===== src/design/absp_pkg.sv =====
// ---------------------------------------------------------------------------
// absp_pkg
// Shared types and constants for the adaptive buffer size policy block.
// ---------------------------------------------------------------------------
package absp_pkg;

  localparam int NUM_BUCKETS_DEF = 16;

  localparam int BASIC_W = 21;
  localparam int SIZE_W  = 32;
  localparam int WINT_W  = 40;
  localparam int PCT_W   = 7;
  localparam int TIME_W  = 48;
  localparam int HND_W   = 8;
  localparam int CFG_W   = 40;
  localparam int CIDX_W  = 3;

  localparam logic [1:0] OP_ACQUIRE = 2'd0;
  localparam logic [1:0] OP_RECLAIM = 2'd1;
  localparam logic [1:0] OP_PURGE   = 2'd2;
  localparam logic [1:0] OP_NONE    = 2'd3;

  localparam logic [2:0] ST_OK        = 3'd0;
  localparam logic [2:0] ST_BAD_SIZE  = 3'd1;
  localparam logic [2:0] ST_BUSY      = 3'd2;
  localparam logic [2:0] ST_WRONG_HND = 3'd3;
  localparam logic [2:0] ST_PURGE_USE = 3'd4;

  localparam logic [CIDX_W-1:0] REG_BASIC_SIZE    = 3'd0;
  localparam logic [CIDX_W-1:0] REG_BUFFER_LIMIT  = 3'd1;
  localparam logic [CIDX_W-1:0] REG_MAX_REQUEST   = 3'd2;
  localparam logic [CIDX_W-1:0] REG_WASH_INTERVAL = 3'd3;
  localparam logic [CIDX_W-1:0] REG_WASH_PERCENT  = 3'd4;

  typedef enum logic [6:0] {
    S_IDLE = 7'b0000001,
    S_CHK  = 7'b0000010,
    S_DIV  = 7'b0000100,
    S_DBL  = 7'b0001000,
    S_CNT  = 7'b0010000,
    S_SCAN = 7'b0100000,
    S_FIN  = 7'b1000000
  } state_t;

  typedef enum logic [2:0] {
    CMD_NONE = 3'd0,
    CMD_LOAD = 3'd1,
    CMD_DIV  = 3'd2,
    CMD_DBL  = 3'd3,
    CMD_CNT  = 3'd4,
    CMD_SCAN = 3'd5,
    CMD_FIN  = 3'd6
  } cmd_t;

  typedef struct packed {
    logic [1:0] op;
    logic       acq_stop;
    logic       rcl_stop;
    logic       div_done;
    logic       dbl_done;
    logic       cnt_done;
    logic       scan_done;
  } dp_flags_t;

endpackage


===== src/design/adaptive_buffer_size_policy.sv =====
// ---------------------------------------------------------------------------
// adaptive_buffer_size_policy
// Single-client reusable buffer manager: acquire, reclaim and purge.
// ---------------------------------------------------------------------------
// Usage:
//   Raise start with in_operation, in_request_size, in_handle and in_now; the
//   operation is taken when start is high and busy is low. busy stays high
//   while the operation runs. Exactly one result follows: out_valid is high
//   for one cycle with out_granted, out_buffer_size, out_granted_handle,
//   out_status, out_released and out_washed. The receiver must take it then.
//   Sequence after acceptance: purge, refused and early-out operations go
//   from the check straight to the commit. An acquire that passes its checks
//   runs a restoring remainder divider, the doubling steps of the rounding
//   and the bucket lookup steps. A reclaim that reaches the wash check runs
//   the bucket count steps and the histogram scan. One operation is in
//   flight at a time; a new one may start in the cycle its result is shown.
//   Configuration writes (cfg_we, cfg_index, cfg_data) belong to idle
//   periods. Reset restores register defaults and clears the buffer state
//   and histogram.
// ---------------------------------------------------------------------------
module adaptive_buffer_size_policy
  import absp_pkg::*;
#(
  parameter int NUM_BUCKETS = NUM_BUCKETS_DEF
) (
  input  logic              clk,
  input  logic              rst_n,
  input  logic              cfg_we,
  input  logic [CIDX_W-1:0] cfg_index,
  input  logic [CFG_W-1:0]  cfg_data,
  input  logic              start,
  output logic              busy,
  input  logic [1:0]        in_operation,
  input  logic [SIZE_W-1:0] in_request_size,
  input  logic [HND_W-1:0]  in_handle,
  input  logic [TIME_W-1:0] in_now,
  output logic              out_valid,
  output logic              out_granted,
  output logic [SIZE_W-1:0] out_buffer_size,
  output logic [HND_W-1:0]  out_granted_handle,
  output logic [2:0]        out_status,
  output logic              out_released,
  output logic              out_washed
);

  cmd_t      cmd;
  dp_flags_t flags;

  absp_ctrl u_ctrl (
    .clk   (clk),
    .rst_n (rst_n),
    .start (start),
    .flags (flags),
    .cmd   (cmd),
    .busy  (busy)
  );

  absp_dp #(
    .NUM_BUCKETS (NUM_BUCKETS)
  ) u_dp (
    .clk                (clk),
    .rst_n              (rst_n),
    .cfg_we             (cfg_we),
    .cfg_index          (cfg_index),
    .cfg_data           (cfg_data),
    .in_operation       (in_operation),
    .in_request_size    (in_request_size),
    .in_handle          (in_handle),
    .in_now             (in_now),
    .cmd                (cmd),
    .flags              (flags),
    .out_valid          (out_valid),
    .out_granted        (out_granted),
    .out_buffer_size    (out_buffer_size),
    .out_granted_handle (out_granted_handle),
    .out_status         (out_status),
    .out_released       (out_released),
    .out_washed         (out_washed)
  );

endmodule


===== src/design/absp_ctrl.sv =====
// ---------------------------------------------------------------------------
// absp_ctrl
// Sequencer: steps the datapath through check, divide, doubling, bucket
// count, histogram scan and commit for one operation at a time.
// ---------------------------------------------------------------------------
module absp_ctrl
  import absp_pkg::*;
(
  input  logic      clk,
  input  logic      rst_n,
  input  logic      start,
  input  dp_flags_t flags,
  output cmd_t      cmd,
  output logic      busy
);

  state_t state_r, state_nxt;

  always_ff @(posedge clk) begin
    if (!rst_n) begin
      state_r <= S_IDLE;
    end else begin
      state_r <= state_nxt;
    end
  end

  always_comb begin
    state_nxt = state_r;
    cmd       = CMD_NONE;
    case (state_r)
      S_IDLE: begin
        if (start) begin
          cmd       = CMD_LOAD;
          state_nxt = S_CHK;
        end
      end
      S_CHK: begin
        case (flags.op)
          OP_ACQUIRE: state_nxt = flags.acq_stop ? S_FIN : S_DIV;
          OP_RECLAIM: state_nxt = flags.rcl_stop ? S_FIN : S_CNT;
          default:    state_nxt = S_FIN;
        endcase
      end
      S_DIV: begin
        cmd = CMD_DIV;
        if (flags.div_done) state_nxt = S_DBL;
      end
      S_DBL: begin
        cmd = CMD_DBL;
        if (flags.dbl_done) state_nxt = S_CNT;
      end
      S_CNT: begin
        cmd = CMD_CNT;
        if (flags.cnt_done) begin
          state_nxt = (flags.op == OP_RECLAIM) ? S_SCAN : S_FIN;
        end
      end
      S_SCAN: begin
        cmd = CMD_SCAN;
        if (flags.scan_done) state_nxt = S_FIN;
      end
      S_FIN: begin
        cmd       = CMD_FIN;
        state_nxt = S_IDLE;
      end
      default: state_nxt = S_IDLE;
    endcase
  end

  assign busy = (state_r != S_IDLE);

endmodule


===== src/design/absp_dp.sv =====
// ---------------------------------------------------------------------------
// absp_dp
// Datapath: configuration, buffer state, size histogram and the iterative
// units for rounding, bucket lookup and the percentile scan.
// ---------------------------------------------------------------------------
module absp_dp
  import absp_pkg::*;
#(
  parameter int NUM_BUCKETS = NUM_BUCKETS_DEF
) (
  input  logic              clk,
  input  logic              rst_n,
  input  logic              cfg_we,
  input  logic [CIDX_W-1:0] cfg_index,
  input  logic [CFG_W-1:0]  cfg_data,
  input  logic [1:0]        in_operation,
  input  logic [SIZE_W-1:0] in_request_size,
  input  logic [HND_W-1:0]  in_handle,
  input  logic [TIME_W-1:0] in_now,
  input  cmd_t              cmd,
  output dp_flags_t         flags,
  output logic              out_valid,
  output logic              out_granted,
  output logic [SIZE_W-1:0] out_buffer_size,
  output logic [HND_W-1:0]  out_granted_handle,
  output logic [2:0]        out_status,
  output logic              out_released,
  output logic              out_washed
);

  localparam int KW = (NUM_BUCKETS > 1) ? $clog2(NUM_BUCKETS) : 1;
  localparam int CW = $clog2(NUM_BUCKETS + 1);
  localparam int TW = BASIC_W + NUM_BUCKETS;

  // configuration
  logic [BASIC_W-1:0] basic_r;
  logic [SIZE_W-1:0]  limit_r, maxreq_r;
  logic [WINT_W-1:0]  wint_r;
  logic [PCT_W-1:0]   wpct_r;

  // buffer state
  logic               holding_r, in_use_r;
  logic [SIZE_W-1:0]  held_r, total_r;
  logic [TIME_W-1:0]  atime_r;
  logic [HND_W-1:0]   aid_r;
  logic [SIZE_W-1:0]  hist_r [NUM_BUCKETS];

  // operation registers
  logic [1:0]         op_r;
  logic [SIZE_W-1:0]  req_r, dq_r, s_r, cs_r;
  logic [HND_W-1:0]   hnd_r;
  logic [TIME_W-1:0]  now_r;
  logic [BASIC_W:0]   rem_r;
  logic [5:0]         dcnt_r, i_r;
  logic [SIZE_W:0]    is_r, sum_r;
  logic [CW-1:0]      c_r, j_r;
  logic [39:0]        thr_r;
  logic               found_r;
  logic [KW-1:0]      k_r;

  logic [BASIC_W-1:0] b_eff;
  logic [BASIC_W:0]   rem_sh;
  logic [SIZE_W:0]    s_dbl, cs_dbl;
  logic [SIZE_W-1:0]  s_nxt, cs_nxt, real_sz, new_held;
  logic               keep, need_alloc, fits, rec_ok, age_ok, is_small, wash_ok;
  logic               idx_run, cnt_run, hit;
  logic [TIME_W-1:0]  age;
  logic [39:0]        sum100;
  logic [TW-1:0]      tgt;

  // committed results
  logic               holding_nxt, in_use_nxt, granted_nxt, released_nxt, washed_nxt;
  logic               alloc_nxt, rec_nxt, clr_nxt;
  logic [2:0]         status_nxt;
  logic [SIZE_W-1:0]  held_nxt;

  assign b_eff  = (basic_r == '0) ? BASIC_W'(1) : basic_r;
  assign rem_sh = {rem_r[BASIC_W-1:0], dq_r[SIZE_W-1]};

  assign s_dbl = {s_r, 1'b0};
  assign s_nxt = (s_dbl > {1'b0, limit_r}) ? limit_r : s_dbl[SIZE_W-1:0];
  assign cs_dbl = {cs_r, 1'b0};
  assign cs_nxt = (cs_dbl > {1'b0, limit_r}) ? limit_r : cs_dbl[SIZE_W-1:0];

  assign keep       = (req_r <= SIZE_W'(b_eff)) || (rem_r == '0);
  assign real_sz    = keep ? req_r : s_r;
  assign need_alloc = !holding_r || (held_r < req_r);
  assign new_held   = need_alloc ? real_sz : held_r;
  assign fits       = (new_held >= req_r);
  assign rec_ok     = (i_r < 6'(c_r)) && (total_r != '1);

  assign age      = now_r - atime_r;
  assign age_ok   = (now_r >= atime_r) && (age >= TIME_W'(wint_r));
  assign is_small = (held_r <= SIZE_W'(b_eff));
  assign tgt      = found_r ? (TW'(b_eff) << k_r) : TW'(b_eff);
  assign wash_ok  = age_ok && (tgt < TW'(held_r));

  assign idx_run = (is_r < {1'b0, real_sz});
  assign cnt_run = (cs_r < limit_r) && (c_r < CW'(NUM_BUCKETS));
  assign sum100  = 40'(sum_r) * 40'd100;
  assign hit     = (j_r != '0) && (sum100 >= thr_r);

  assign flags.op        = op_r;
  assign flags.acq_stop  = (req_r == '0) || (req_r > maxreq_r) || in_use_r;
  assign flags.rcl_stop  = !holding_r || (hnd_r != aid_r) || is_small || !age_ok ||
                           (total_r == '0);
  assign flags.div_done  = dcnt_r[5];
  assign flags.dbl_done  = keep || (s_r >= req_r) || (s_nxt == s_r);
  assign flags.cnt_done  = !idx_run && !cnt_run;
  assign flags.scan_done = hit || (j_r == c_r);

  always_comb begin
    holding_nxt  = holding_r;
    held_nxt     = held_r;
    in_use_nxt   = in_use_r;
    granted_nxt  = 1'b0;
    released_nxt = 1'b0;
    washed_nxt   = 1'b0;
    alloc_nxt    = 1'b0;
    rec_nxt      = 1'b0;
    clr_nxt      = 1'b0;
    status_nxt   = ST_OK;
    case (op_r)
      OP_ACQUIRE: begin
        if ((req_r == '0) || (req_r > maxreq_r)) begin
          status_nxt = ST_BAD_SIZE;
        end else if (in_use_r) begin
          status_nxt = ST_BUSY;
        end else begin
          alloc_nxt   = need_alloc;
          holding_nxt = 1'b1;
          held_nxt    = new_held;
          if (fits) begin
            granted_nxt = 1'b1;
            in_use_nxt  = 1'b1;
            rec_nxt     = rec_ok;
          end else begin
            status_nxt = ST_BAD_SIZE;
          end
        end
      end
      OP_RECLAIM: begin
        if (!holding_r || (hnd_r != aid_r)) begin
          status_nxt = ST_WRONG_HND;
        end else begin
          in_use_nxt = 1'b0;
          if (is_small || wash_ok) begin
            holding_nxt  = 1'b0;
            held_nxt     = '0;
            released_nxt = 1'b1;
            washed_nxt   = !is_small;
            clr_nxt      = !is_small;
          end
        end
      end
      OP_PURGE: begin
        if (holding_r) begin
          if (!in_use_r) begin
            holding_nxt  = 1'b0;
            held_nxt     = '0;
            released_nxt = 1'b1;
          end else begin
            status_nxt = ST_PURGE_USE;
          end
        end
      end
      default: status_nxt = ST_OK;
    endcase
  end

  always_ff @(posedge clk) begin
    if (!rst_n) begin
      basic_r   <= BASIC_W'(4096);
      limit_r   <= SIZE_W'(67108864);
      maxreq_r  <= SIZE_W'(67108864);
      wint_r    <= WINT_W'(60000000);
      wpct_r    <= PCT_W'(90);
      holding_r <= 1'b0;
      held_r    <= '0;
      in_use_r  <= 1'b0;
      atime_r   <= '0;
      aid_r     <= '0;
      total_r   <= '0;
      for (int n = 0; n < NUM_BUCKETS; n++) hist_r[n] <= '0;
      out_valid <= 1'b0;
    end else begin
      out_valid <= 1'b0;
      if (cfg_we) begin
        case (cfg_index)
          REG_BASIC_SIZE:    basic_r  <= cfg_data[BASIC_W-1:0];
          REG_BUFFER_LIMIT:  limit_r  <= cfg_data[SIZE_W-1:0];
          REG_MAX_REQUEST:   maxreq_r <= cfg_data[SIZE_W-1:0];
          REG_WASH_INTERVAL: wint_r   <= cfg_data[WINT_W-1:0];
          REG_WASH_PERCENT:  wpct_r   <= cfg_data[PCT_W-1:0];
          default: ;
        endcase
      end
      if (cmd == CMD_FIN) begin
        out_valid <= 1'b1;
        holding_r <= holding_nxt;
        held_r    <= held_nxt;
        in_use_r  <= in_use_nxt;
        if (alloc_nxt) begin
          atime_r <= now_r;
          aid_r   <= aid_r + HND_W'(1);
        end
        if (rec_nxt) begin
          hist_r[i_r[KW-1:0]] <= hist_r[i_r[KW-1:0]] + SIZE_W'(1);
          total_r             <= total_r + SIZE_W'(1);
        end
        if (clr_nxt) begin
          for (int n = 0; n < NUM_BUCKETS; n++) hist_r[n] <= '0;
          total_r <= '0;
        end
      end
    end
  end

  // working registers, no reset needed
  always_ff @(posedge clk) begin
    case (cmd)
      CMD_LOAD: begin
        op_r    <= in_operation;
        req_r   <= in_request_size;
        dq_r    <= in_request_size;
        hnd_r   <= in_handle;
        now_r   <= in_now;
        rem_r   <= '0;
        dcnt_r  <= '0;
        s_r     <= SIZE_W'(b_eff);
        is_r    <= (SIZE_W + 1)'(b_eff);
        i_r     <= '0;
        cs_r    <= SIZE_W'(b_eff);
        c_r     <= CW'(1);
        sum_r   <= '0;
        j_r     <= '0;
        found_r <= 1'b0;
        k_r     <= '0;
        thr_r   <= (40'({1'b0, wpct_r}) + 40'd1) * 40'(total_r);
      end
      CMD_DIV: begin
        // restoring division, one quotient bit per transfer of dq_r msb
        if (!dcnt_r[5]) begin
          rem_r  <= (rem_sh >= {1'b0, b_eff}) ? rem_sh - {1'b0, b_eff} : rem_sh;
          dq_r   <= {dq_r[SIZE_W-2:0], 1'b0};
          dcnt_r <= dcnt_r + 6'd1;
        end
      end
      CMD_DBL: begin
        if (!((s_r >= req_r) || (s_nxt == s_r) || keep)) s_r <= s_nxt;
      end
      CMD_CNT: begin
        if (idx_run) begin
          is_r <= {is_r[SIZE_W-1:0], 1'b0};
          i_r  <= i_r + 6'd1;
        end
        if (cnt_run) begin
          cs_r <= cs_nxt;
          c_r  <= c_r + CW'(1);
        end
      end
      CMD_SCAN: begin
        if (hit) begin
          found_r <= 1'b1;
          k_r     <= KW'(j_r - CW'(1));
        end else if (j_r != c_r) begin
          sum_r <= sum_r + (SIZE_W + 1)'(hist_r[j_r[KW-1:0]]);
          j_r   <= j_r + CW'(1);
        end
      end
      CMD_FIN: begin
        out_granted        <= granted_nxt;
        out_buffer_size    <= holding_nxt ? held_nxt : '0;
        out_granted_handle <= alloc_nxt ? aid_r + HND_W'(1) : aid_r;
        out_status         <= status_nxt;
        out_released       <= released_nxt;
        out_washed         <= washed_nxt;
      end
      default: ;
    endcase
  end

endmodule


===== config.mk =====
export PLATFORM = sky130hd
export DESIGN_NAME = adaptive_buffer_size_policy
export DESIGN_NICKNAME = d
export VERILOG_FILES = /design/src/design/absp_pkg.sv /design/src/design/adaptive_buffer_size_policy.sv /design/src/design/absp_ctrl.sv /design/src/design/absp_dp.sv
export SDC_FILE = /design/constraint.sdc
export NUM_CORES = 2
export LEC_CHECK = 0
export ABC_AREA = 0
export BUFFER_PORTS_ARGS = -buffer_cell sky130_fd_sc_hd__clkbuf_2
export CORE_MARGIN = 1
export CORE_UTILIZATION = 55
export CTS_CLUSTER_SIZE = 14
export DETAILED_ROUTE_END_ITERATION = 16
export PLACE_DENSITY = 0.78
export SLEW_MARGIN = 20
export SYNTH_ARGS = -nofsm -noshare
export SYNTH_HDL_FRONTEND = slang
export SYNTH_SLANG_ARGS = --single-unit
export TNS_END_PERCENT = 100

===== constraint.sdc =====
create_clock -name clk -period 6.85 [get_ports clk]
set_clock_uncertainty 0.1 [all_clocks]
set_input_delay 0.685 -clock clk [delete_from_list [all_inputs] [get_ports clk]]
set_output_delay 0.685 -clock clk [all_outputs]
set_load 0.01 [all_outputs]

==> reports/metrics.yaml <==
critical_path:
  crit_type: "flop to flop"
  crit_slowest_cell: "or4_1"
  arrival_ps: 6970
  cp-end-kind: "flop"
  crit_required_ps: 7200
  cp_max_fo: 12
  rr_startpoint: "u_dp.basic_r[18]$_SDFFE_PN0P_"
  critPathMaxStageDelay_ps: 520
  reg2reg_to: "u_dp.hist_r[3][1]$_SDFFCE_PN0P_"
  startpoint_type: "flop"
  r2r_setup_slack_ps: 230
  r2r_cells: 29
worst_hold_path:
  min_delay_worst_endpoint: "u_dp.req_r[31]$_DFFE_PP_"
  hold_start: "in_request_size[31]"
  whs_path_depth: 1
  hold_path.class: "input port to flop"
clock_tree:
  clkTransAtPathRegs_ps: 60
  cts_max_path_buffers: 3
  h-tree-depth: 3
  cts_root_buf: "clkbuf_16"
  clkSinkCount: 1169
  worst_skew_pair.late_latency_ps: 810
  tritoncts: "built"
  cts_made_buffers: 121
logic_synthesis:
  postSynthAreaPerCell_um2: 10.5
  yosysTopAreaCellShare_pct: 33.4
  yosysMostFrequentCell: "nor2_1"
  synth_area_leaders: "edfxtp_1 (33%), ha_1 (11%), mux4_2 (8.8%), dfxtp_1 (6.7%), fa_1 (5.2%)"
  syn_inst: 7720
  ys_seq_elements: 1169
  ys_warn_count: 0
  ys_seq_area_share_pct: 40.1
  syn_area_um2: 80800
  synth_common_cells: "nor2_1 (923), edfxtp_1 (899), nand2_1 (725)"
  async_flop_share_pct: 0
  synth_top_cell_by_area: "edfxtp_1"
  synth_nets: 8757
  synth_cell_type_count: 86
  synth-edff-count: 899
  yosys_most_used_dff: "edfxtp_1"
finish:
  drive_above_1_share_pct: 14.2
  fillerInstances: 11300
  n_antenna_cell: 0
  area_delta_synth_final_pct: 11.8
  final_net_count: 8988
sta:
  layout_setup_ws_ps: 228
  timing.fmax_ghz: 0.151
  hold_viol: 0
  max_slew_margin_pct: 24.3
  period_needed_ps: 6620
  drv_slew: 0
  max_slew.worst_pin.slew_ps: 1140
  finalCritPeriodShare_pct: 96.7
  setup_violations: 0
  whs_ps: 26.8
place:
  hpwl_um: 176000
  pre_cts_ws_ps: -24.5
  port_buffers: 184
  place.gp.congestion: 0.976
power_and_ir_drop:
  pwr_density_cell_nw_per_um2: 355
  p_leak_nw: 36.2
  vdd_drop_max_uv: 310
die:
  coreArea_um2: 146000
  ioPinCount: 185
  fp.dieW_um: 385
  rows: 140
  initial_utilization_pct: 55.4
  dieArea_um2: 148000
  die_y_um: 385
global_routing:
  grt_pass1_vias: 63100
  grt_max_degree: 101
  grt_remaining_overflow: 0
  grtUsageTotal_pct: 33.3
  antenna_found_initial: 13
  grt_pass1_wl_um: 376000
detailed_routing:
  drt-wirelength-per-cell_um: 25.0
  wirelength_um: 249000
  wl_met3_um: 29600
  detail_route.first_pass.iterations: 9
  drc: 0
  via_per_inst: 6.36
  vias: 63500
  antenna_left: 0
  wl_met2_um: 109000
  top_layer_used: "met5"
  drtIter0Drc: 7263
  m1WireLength_um: 96100
job:
  max_cap_violations: 0
run_status:
  status: "completed"
[report_power, final]
part / internal, mW / leakage [nW] / switching [mW]
registers: 8.60 / 11.1 / 1.16
logic: 6.51 / 23.1 / 8.82
clock network: 3.86 / 1.99 / 3.05
[kinds of logic after synthesis]
family	share of synthesized area (%)
flops	40.1
compound gates	10.2
mux	11.5
simple gates	14.2
xor+xnor	2.83
fa+ha+maj	15.9
buf+inv	5.33
[per-stage QoR]
| step | power (mW) | util, % | TNS, ps | std cells | cell area (um2) |
|---|---|---|---|---|---|
| after CTS | 31.3 | 61.6 | 0 | 9960 | 89700 |
| after detailed placement | 24.3 | 58.2 | -693 | 9661 | 84900 |
| after floorplan | 20.1 | - | 0 | 7720 | 80800 |
| after global routing | 33.9 | 62.0 | -266 | 9974 | 90300 |
| final | 32.0 | 62.0 | 0 | 9974 | 90300 |
| after global placement | 23.8 | 58.2 | -866 | 9661 | 84800 |
[cells in the final DEF, fill, tap and decap left out, types with 41 or more instances in the layout]
master and instances:
nor2_1 917, edfxtp_1 899, nand2_1 707, inv_1 691, ha_1 682, a21oi_1 321, mux4_2 315, dfxtp_1 260
o21ai_0 241, fa_1 211, buf_4 205, clkbuf_2 183, mux2i_1 166, nor2b_1 163, a21o_1 152, xnor2_1 141
a21boi_0 128, clkbuf_16 125, nand3_1 120, nand4_1 103, xor2_1 95, and2_1 90, nor3_1 86, dlygate4sd3_1 70
nand2b_1 67, nor4_1 51, mux2_2 46, a211oi_1 43, o21a_1 43, o211ai_1 42, o2bb2ai_1 41
[registers in the layout, summed over array words and instances (netlist names), 33 cells and up, named ones only]
name          flops
u_dp.hist_r     512
u_dp.sum_r       33
u_dp.thr_r       40
u_dp.wint_r      40
u_dp.atime_r     48
u_dp.now_r       48
u_dp.is_r        33
[repair_timing]
| action | CTS | global route |
|---|---|---|
| buffers inserted | 0 | 9 |
| gates cloned | 0 | 5 |
| hold buffers | 70 | 0 |
| resized for setup | 5 | 68 |
| setup endpoints to repair | 43 | 1159 |
| endpoints found under the hold margin | 70 | 0 |
| pin swaps | 0 | 25 |
[cell type report]
class                           instances  area, um2  share of cell area [%]
Clock buffer                          155       3250                    3.59
Clock inverter                         74        866                   0.959
Inverter                              701       2640                    2.92
Multi-Input combinational cell       5452      44700                    49.5
Sequential cell                      1169      32400                    35.9
Tap cell                             1917       2400                    2.66
Timing Repair Buffer                  506       4020                    4.45
[layer usage]
metal / global-route usage (%) / up-vias
li1: - / 27900
met1: 44.5 / 30700
met2: 50.7 / 3916
met3: 8.38 / 913
met4: 15.8 / 22
met5: 0 / -
[critical path: cells and delay by family (launching register included)]
kind,cells,cell delay [ps]
AOI/OAI and AO/OA,10,1600
adders and majority gates,2,510
buffers and inverters,7,1270
DFF,1,380
muxes,1,350
and+or+nand+nor,9,2040
[how the worst max path moves through the flow]
| stage | from | to | slack [ps] | depth (start not counted) |
|---|---|---|---|---|
| after floorplan | u_dp.sum_r[2]$_SDFFCE_PN0P_ | u_dp.j_r[0]$_DFFE_PP_ | 6 | 27 |
| after global placement | u_dp.sum_r[2]$_SDFFCE_PN0P_ | u_dp.sum_r[32]$_SDFFCE_PN0P_ | -30 | 30 |
| after detailed placement | u_dp.sum_r[2]$_SDFFCE_PN0P_ | u_dp.sum_r[29]$_SDFFCE_PN0P_ | -20 | 30 |
| after CTS | u_dp.wpct_r[0]$_SDFFE_PN0P_ | u_dp.thr_r[39]$_DFFE_PP_ | 7 | 23 |
| after global routing | u_dp.wpct_r[1]$_SDFFE_PN1P_ | u_dp.thr_r[39]$_DFFE_PP_ | -40 | 24 |
| final | u_dp.basic_r[18]$_SDFFE_PN0P_ | u_dp.hist_r[3][1]$_SDFFCE_PN0P_ | 230 | 29 |
(Power assumes the default switching activity.)
